### src/hw/rtl/mqtt_packet_deframer_assert.svh
// Assertion macros for the MQTT packet deframer.
`ifndef MQTT_PACKET_DEFRAMER_ASSERT_SVH
`define MQTT_PACKET_DEFRAMER_ASSERT_SVH

`ifndef SYNTHESIS

// Check that an expression holds at every rising clock edge out of reset.
`define MPD_ASSERT_ALWAYS(label, expr) \
  label: assert property (@(posedge clk) disable iff (rst) (expr)) \
    else $error("mqtt_packet_deframer: invariant violated");

// Check that a consequent holds whenever its antecedent holds.
`define MPD_ASSERT_IMPLY(label, ante, cons) \
  label: assert property (@(posedge clk) disable iff (rst) (ante) |-> (cons)) \
    else $error("mqtt_packet_deframer: implication violated");

`else

`define MPD_ASSERT_ALWAYS(label, expr)
`define MPD_ASSERT_IMPLY(label, ante, cons)

`endif

`endif

### src/hw/rtl/mpd_pkg.sv
// Types, constants and header check for the MQTT packet deframer.
package mpd_pkg;

  // Field widths
  localparam int BYTE_W      = 8;
  localparam int LEN_W       = 28;
  localparam int LEN_COUNT_W = 3;
  localparam int GROUP_W     = 7;
  localparam int SHIFT_W     = 5;
  localparam int NIBBLE_W    = 4;

  // Largest number of remaining-length bytes (1 to 4)
  localparam int MAX_LENGTH_BYTES = 4;

  // Input word kinds
  localparam logic KIND_BYTE  = 1'b0;
  localparam logic KIND_ABORT = 1'b1;

  // Flag nibble required by PUBREL, SUBSCRIBE and UNSUBSCRIBE
  localparam logic [NIBBLE_W-1:0] FLAGS_QOS1 = 4'h2;
  localparam logic [NIBBLE_W-1:0] FLAGS_NONE = 4'h0;

  typedef enum logic [1:0] {
    PH_WAIT = 2'd0,
    PH_LEN  = 2'd1,
    PH_BODY = 2'd2,
    PH_ERR  = 2'd3
  } phase_t;

  typedef enum logic [2:0] {
    ST_SKIP     = 3'd0,
    ST_HEADER   = 3'd1,
    ST_LENGTH   = 3'd2,
    ST_BODY     = 3'd3,
    ST_COMPLETE = 3'd4,
    ST_ERROR    = 3'd5,
    ST_ABORT    = 3'd6
  } status_t;

  typedef enum logic [3:0] {
    PT_RESERVED0   = 4'd0,
    PT_CONNECT     = 4'd1,
    PT_CONNACK     = 4'd2,
    PT_PUBLISH     = 4'd3,
    PT_PUBACK      = 4'd4,
    PT_PUBREC      = 4'd5,
    PT_PUBREL      = 4'd6,
    PT_PUBCOMP     = 4'd7,
    PT_SUBSCRIBE   = 4'd8,
    PT_SUBACK      = 4'd9,
    PT_UNSUBSCRIBE = 4'd10,
    PT_UNSUBACK    = 4'd11,
    PT_PINGREQ     = 4'd12,
    PT_PINGRESP    = 4'd13,
    PT_DISCONNECT  = 4'd14,
    PT_RESERVED15  = 4'd15
  } pkt_type_t;

  // Accept a header byte only for a known type with the flags it requires
  function automatic logic header_ok(input logic [BYTE_W-1:0] b);
    logic [NIBBLE_W-1:0] t;
    logic [NIBBLE_W-1:0] f;
    logic                ok;
    t = b[BYTE_W-1:NIBBLE_W];
    f = b[NIBBLE_W-1:0];
    case (t)
      PT_PUBREL, PT_SUBSCRIBE, PT_UNSUBSCRIBE: begin
        ok = (f == FLAGS_QOS1);
      end
      PT_PUBLISH: begin
        ok = 1'b1;
      end
      PT_CONNECT, PT_CONNACK, PT_PUBACK, PT_PUBREC, PT_PUBCOMP,
      PT_SUBACK, PT_UNSUBACK, PT_PINGREQ, PT_PINGRESP, PT_DISCONNECT: begin
        ok = (f == FLAGS_NONE);
      end
      default: begin
        ok = 1'b0;
      end
    endcase
    return ok;
  endfunction

endpackage

### src/hw/rtl/mqtt_packet_deframer.sv
// MQTT packet deframer top level: header check, length decode, body pass-through.
`include "mqtt_packet_deframer_assert.svh"

// Frames MQTT control packets from a byte stream, one word (a stream byte or an
// abort) per cycle, each word answered by exactly one result word in the cycle
// after it is accepted. The frame state (phase, header byte, length
// accumulator and the length and body counters) is updated in the cycle a word
// is taken, and the result lands in an output register; in_ready is high
// whenever that register is empty or is being read in the same cycle, so a
// steady one word per cycle flows through as long as the consumer keeps up.
// Bytes that are not a valid header while waiting are answered as skipped; a
// remaining length that still continues on its fourth byte locks the block in
// an error phase that answers every byte with a length error until an abort.
module mqtt_packet_deframer (
  input  logic                           clk,
  input  logic                           rst,
  input  logic                           in_valid,
  output logic                           in_ready,
  input  logic                           kind,
  input  logic [mpd_pkg::BYTE_W-1:0]     data_byte,
  output logic                           out_valid,
  input  logic                           out_ready,
  output logic [2:0]                     status,
  output logic [mpd_pkg::NIBBLE_W-1:0]   packet_type,
  output logic [mpd_pkg::NIBBLE_W-1:0]   header_flags,
  output logic [mpd_pkg::LEN_W-1:0]      remaining_length,
  output logic [mpd_pkg::BYTE_W-1:0]     body_byte,
  output logic [mpd_pkg::LEN_W-1:0]      body_offset
);

  // Frame state
  mpd_pkg::phase_t                  phase;
  logic [mpd_pkg::BYTE_W-1:0]       header_byte;
  logic [mpd_pkg::LEN_W-1:0]        len_acc;
  logic [mpd_pkg::LEN_COUNT_W-1:0]  len_count;
  logic [mpd_pkg::LEN_W-1:0]        body_count;

  mpd_pkg::phase_t                  phase_next;
  logic [mpd_pkg::BYTE_W-1:0]       header_byte_next;
  logic [mpd_pkg::LEN_W-1:0]        len_acc_next;
  logic [mpd_pkg::LEN_COUNT_W-1:0]  len_count_next;
  logic [mpd_pkg::LEN_W-1:0]        body_count_next;

  mpd_pkg::status_t                 status_next;
  logic [mpd_pkg::BYTE_W-1:0]       body_byte_next;
  logic [mpd_pkg::LEN_W-1:0]        body_offset_next;

  logic                             take;
  logic [mpd_pkg::SHIFT_W-1:0]      group_shift;
  logic [mpd_pkg::LEN_W-1:0]        group_val;
  logic [mpd_pkg::LEN_W-1:0]        len_sum;
  logic [mpd_pkg::LEN_COUNT_W-1:0]  len_count_inc;
  logic [mpd_pkg::LEN_W-1:0]        body_count_inc;

  // Take a word whenever the result register is free or draining
  assign in_ready = !out_valid || out_ready;
  assign take     = in_valid && in_ready;

  // Place the next 7-bit length group, least significant group first
  assign group_shift    = mpd_pkg::SHIFT_W'(len_count[1:0]) *
                          mpd_pkg::SHIFT_W'(mpd_pkg::GROUP_W);
  assign group_val      = mpd_pkg::LEN_W'(data_byte[mpd_pkg::GROUP_W-1:0]) << group_shift;
  assign len_sum        = len_acc + group_val;
  assign len_count_inc  = len_count + 1'b1;
  assign body_count_inc = body_count + 1'b1;

  // Decide the next frame state and the result for the word at the input
  always_comb begin
    phase_next       = phase;
    header_byte_next = header_byte;
    len_acc_next     = len_acc;
    len_count_next   = len_count;
    body_count_next  = body_count;
    status_next      = mpd_pkg::ST_SKIP;
    body_byte_next   = '0;
    body_offset_next = '0;
    if (kind == mpd_pkg::KIND_ABORT) begin
      phase_next       = mpd_pkg::PH_WAIT;
      header_byte_next = '0;
      len_acc_next     = '0;
      len_count_next   = '0;
      body_count_next  = '0;
      status_next      = mpd_pkg::ST_ABORT;
    end else begin
      case (phase)
        mpd_pkg::PH_WAIT: begin
          if (mpd_pkg::header_ok(data_byte)) begin
            header_byte_next = data_byte;
            len_acc_next     = '0;
            len_count_next   = '0;
            body_count_next  = '0;
            phase_next       = mpd_pkg::PH_LEN;
            status_next      = mpd_pkg::ST_HEADER;
          end
        end
        mpd_pkg::PH_LEN: begin
          len_acc_next   = len_sum;
          len_count_next = len_count_inc;
          if (!data_byte[mpd_pkg::BYTE_W-1]) begin
            // Last length byte: an empty packet completes right here
            if (len_sum == '0) begin
              phase_next  = mpd_pkg::PH_WAIT;
              status_next = mpd_pkg::ST_COMPLETE;
            end else begin
              phase_next  = mpd_pkg::PH_BODY;
              status_next = mpd_pkg::ST_LENGTH;
            end
          end else if (len_count_inc >=
                       mpd_pkg::LEN_COUNT_W'(mpd_pkg::MAX_LENGTH_BYTES)) begin
            phase_next  = mpd_pkg::PH_ERR;
            status_next = mpd_pkg::ST_ERROR;
          end else begin
            status_next = mpd_pkg::ST_LENGTH;
          end
        end
        mpd_pkg::PH_BODY: begin
          body_byte_next   = data_byte;
          body_offset_next = body_count;
          body_count_next  = body_count_inc;
          if (body_count_inc == len_acc) begin
            phase_next  = mpd_pkg::PH_WAIT;
            status_next = mpd_pkg::ST_COMPLETE;
          end else begin
            status_next = mpd_pkg::ST_BODY;
          end
        end
        default: begin
          // Error phase: hold until an abort word
          status_next = mpd_pkg::ST_ERROR;
        end
      endcase
    end
  end

  // Advance the frame state on each accepted word
  always_ff @(posedge clk) begin
    if (rst) begin
      phase       <= mpd_pkg::PH_WAIT;
      header_byte <= '0;
      len_acc     <= '0;
      len_count   <= '0;
      body_count  <= '0;
    end else if (take) begin
      phase       <= phase_next;
      header_byte <= header_byte_next;
      len_acc     <= len_acc_next;
      len_count   <= len_count_next;
      body_count  <= body_count_next;
    end
  end

  // Hold the result word until the consumer takes it
  always_ff @(posedge clk) begin
    if (rst) begin
      out_valid <= 1'b0;
    end else if (take) begin
      out_valid <= 1'b1;
    end else if (out_ready) begin
      out_valid <= 1'b0;
    end
  end

  // Load the result payload
  always_ff @(posedge clk) begin
    if (take) begin
      status           <= status_next;
      packet_type      <= header_byte_next[mpd_pkg::BYTE_W-1:mpd_pkg::NIBBLE_W];
      header_flags     <= header_byte_next[mpd_pkg::NIBBLE_W-1:0];
      remaining_length <= len_acc_next;
      body_byte        <= body_byte_next;
      body_offset      <= body_offset_next;
    end
  end

  // A packet body is never empty, and its count stays below the length
  `MPD_ASSERT_IMPLY(a_body_len_nonzero, phase == mpd_pkg::PH_BODY, len_acc != '0)
  `MPD_ASSERT_IMPLY(a_body_count_in_range, phase == mpd_pkg::PH_BODY, body_count < len_acc)
  // Length decode never runs past its last byte
  `MPD_ASSERT_IMPLY(a_len_count_in_range, phase == mpd_pkg::PH_LEN, len_count < mpd_pkg::LEN_COUNT_W'(mpd_pkg::MAX_LENGTH_BYTES))
  // A reported body byte lies inside the packet
  `MPD_ASSERT_IMPLY(a_body_offset_in_range, out_valid && status == mpd_pkg::ST_BODY, body_offset < remaining_length)

endmodule

### config.mk
export PLATFORM = sky130hd
export DESIGN_NAME = mqtt_packet_deframer
export DESIGN_NICKNAME = d
export VERILOG_FILES = /design/src/hw/rtl/mpd_pkg.sv /design/src/hw/rtl/mqtt_packet_deframer.sv
export VERILOG_INCLUDE_DIRS = /design/src /design/src/hw/rtl
export SDC_FILE = /design/constraint.sdc
export NUM_CORES = 1
export LEC_CHECK = 0
export ABC_AREA = 1
export BUFFER_PORTS_ARGS = -buffer_cell sky130_fd_sc_hd__buf_2
export CAP_MARGIN = 20
export CELL_PAD_IN_SITES_DETAIL_PLACEMENT = 0
export CELL_PAD_IN_SITES_GLOBAL_PLACEMENT = 1
export CORE_MARGIN = 2
export CORE_UTILIZATION = 47
export CTS_CLUSTER_DIAMETER = 120
export DETAILED_ROUTE_END_ITERATION = 8
export PLACE_DENSITY_LB_ADDON = 0.12
export SYNTH_ARGS = -nofsm -noshare
export SYNTH_HDL_FRONTEND = slang
export SYNTH_SLANG_ARGS = --single-unit
### constraint.sdc
create_clock -name clk -period 11.87 [get_ports clk]
set_input_delay 1.7805 -clock clk [delete_from_list [all_inputs] [get_ports clk]]
set_output_delay 1.7805 -clock clk [all_outputs]
set_load 0.05 [all_outputs]
==> impl_metrics.yaml <==
final_layout:
  layout.cells.non_filler: 1791
  nets: 1555
  layout-drive-gt1-share_pct: 11.2
  n_antenna_cell: 0
  area_growth_pct: 13.0
floorplan:
  core_area_um2: 20300
  row_count: 52
  dieWidth_um: 148
  start_util_pct: 48.0
  dieArea_um2: 21900
  boundaryPins: 90
  die_height_um: 148
logic_synthesis:
  synthSimpleGateAreaFrac_pct: 33.5
  synthFlopType: "edfxtp_1"
  async_flop_share_pct: 0
  synth_compound_area_share_pct: 12.3
  ys_ff_latch: 145
  synth_most_common_cell: "nand2_1"
  synth_cells: 1441
  yosys_warnings: 0
  synth_top_family_by_area: "simple AND/OR/NAND/NOR gates"
  avgSynthCellArea_um2: 6.76
  yosysSeqAreaShare_pct: 37.5
  synth-edff-count: 75
  synth_top_cell_by_area: "edfxtp_1"
  synth_nets: 1488
  synthAdderAreaFrac_pct: 4.45
  synth_area_um2: 9740
  synth_commonest_cells: "nand2_1 (390), inv_1 (205), nor2_1 (172)"
  synth_top_area_share_pct: 23.1
  synth.top_cells.by_area: "edfxtp_1 (23%), nand2_1 (15%), dfxtp_1 (14%)"
  synth_cell_types: 35
  synth-xor-area-share_pct: 2.13
  synth_mux_area_share_pct: 0
place:
  io_buffers: 89
  place.gp.congestion: 0.916
  placed_cells: 1759
  dp_slack_ns: 7.00
  hpwl_um: 22700
timing:
  finalCritPeriodShare_pct: 37.4
  finalMaxSlewViolations: 0
  rsz0062_at_grt: "false"
  setup_ws_ns: 7.43
  finalHoldViolCount: 0
  tightest_slew_ns: 0.974
  setup_viol: 0
  min_period_ns: 4.44
  max_freq_ghz: 0.225
  maxSlewHeadroom_pct: 34.9
  final.setup.tns_ns: 0
  skew_ns: 0.0112
cts:
  cts_setup_buffers: 0
  clock-root-buffer: "clkbuf_16"
  cts_tree: "yes"
  clk_pin_slew_ns: 0.07
  cts.sinks: 145
  cts_made_buffers: 17
  cts_resized: 0
  hold_buffers: 0
  htree_levels: 4
  cts_buffer_depth: 2
  clk-insertion-delay-late_ns: 0.43
drt:
  num_vias: 9483
  antenna_left: 0
  drtIter0Drc: 753
  wl_um: 30300
  vias_per_cell: 5.29
  dr.pass1.iters: 6
  drc_errors: 0
  drt-wirelength-per-cell_um: 16.9
run_status:
  status: "finished clean"
worst_setup_path:
  cp.required_ns: 12.02
  worstSetupEndpointType: "flip-flop"
  worstSetupStartpointType: "input port"
  path_class: "in -> reg"
  worstPathMaxFanout: 5
  cp.arrival_ns: 4.60
global_routing:
  grt_overflow: 0
  grt_antenna_before_repair: 0
  grt_usage_pct: 27.8
  first_global_vias: 8603
  grt_pass1_wl_um: 47500
  grt_max_degree: 82
job:
  drv_cap: 0
pwr:
  p_total_w: 0.00157
  peakVddDrop_mv: 0.0960
  power_density_nw_per_um2: 142
  p_leak_nw: 5.19
worst_hold_path:
  worstHoldPathType: "reg -> reg"
## report_power, final
group / leakage (nW) / switching (W) / internal (W)
combinational: 3.59 / 0.000307 / 0.000119
sequential: 1.33 / 0.0000382 / 0.000577
clock: 0.275 / 0.000248 / 0.000278
## kinds of logic after synthesis
| family | Yosys count |
|---|---|
| buffers and inverters | 259 |
| AND/OR/NAND/NOR | 765 |
| AO/OA/AOI/OAI | 219 |
| adder cells (fa/ha/maj) | 34 |
| XOR/XNOR | 19 |
| flip-flops | 145 |
## layout by cell type (no fill, tap or decap), types with 3 or more instances in the layout
| cell | instances |
|---|---|
| a21oi_1 | 113 |
| buf_2 | 89 |
| buf_4 | 7 |
| clkbuf_16 | 17 |
| clkinv_1 | 3 |
| dfxtp_1 | 70 |
| edfxtp_1 | 75 |
| ha_1 | 33 |
| inv_1 | 204 |
| inv_2 | 3 |
| inv_6 | 6 |
| nand2_1 | 390 |
| nand2_2 | 10 |
| nand3_1 | 94 |
| nand3b_1 | 14 |
| nand4_1 | 15 |
| nor2_1 | 172 |
| nor2_2 | 8 |
| nor2_4 | 5 |
| nor3_1 | 43 |
| o211ai_1 | 12 |
| o21ai_0 | 70 |
| o21bai_1 | 4 |
| o221ai_1 | 13 |
| or2_2 | 10 |
| xnor2_1 | 6 |
| xnor3_1 | 3 |
| xor2_1 | 10 |
## critical path: stages
cell	delay, ns
buf_2	0.10
inv_1	0.13
nor3_1	0.19
ha_1	0.29
inv_1	0.09
fa_1	0.41
inv_1	0.11
nand3_1	0.07
nand3_1	0.15
nand3_1	0.13
nand2_1	0.14
nand2_1	0.06
nand2_1	0.09
nand3_1	0.08
nor2_1	0.12
nand3_1	0.10
nor2_1	0.15
nand3_1	0.15
nand3_1	0.10
nand2_1	0.06
nand2_1	0.05
nand2_1	0.04
## sequential cells by signal, summed over array words and instances, names as in the netlist
register,flops
body_offset,28
phase,2
header_byte,8
len_acc,28
body_byte,8
remaining_length,28
header_flags,4
body_count,28
len_count,3
out_valid,1
status,3
packet_type,4
## stage by stage
step | area, µm² | hold WS, ns | utilization (%)
2_1_floorplan | 9740 | 0.464 | -
3_3_place_gp | 10400 | 0.490 | 51.3
3_5_place_dp | 10400 | 0.498 | 51.4
4_1_cts | 11000 | 0.509 | 54.2
5_1_grt | 11000 | 0.538 | 54.2
6_report | 11000 | 0.512 | 54.2
## area by class of cell
cell class                      instances  area (µm²)
Clock buffer                           17         425
Clock inverter                         15         145
Fill cell                            2085        9300
Inverter                              210         788
Multi-Input combinational cell       1037        5130
Sequential cell                       145        3650
Tap cell                              270         338
Timing Repair Buffer                   97         526
## final timing paths
path	from	endpoint	slack (ns)	cells past startpoint
hold / removal	body_count[27]	body_count[27]	0.51	2
setup reg to reg	len_count[0]	status[1]	7.98	18
setup / recovery	data_byte[0]	status[1]	7.43	22
hold reg to reg	body_count[27]	body_count[27]	0.51	2
## per-layer routing
metal / global-route usage [%] / part of all wire (%) / vias up
met2: 43.7 / 45 / 301
met4: 7.33 / 1.8 / 0
met5: 0 / 0 / -
li1: - / - / 4818
met3: 3.21 / 5.0 / 27
met1: 40.9 / 48 / 4337
(Power assumes the default switching activity.)
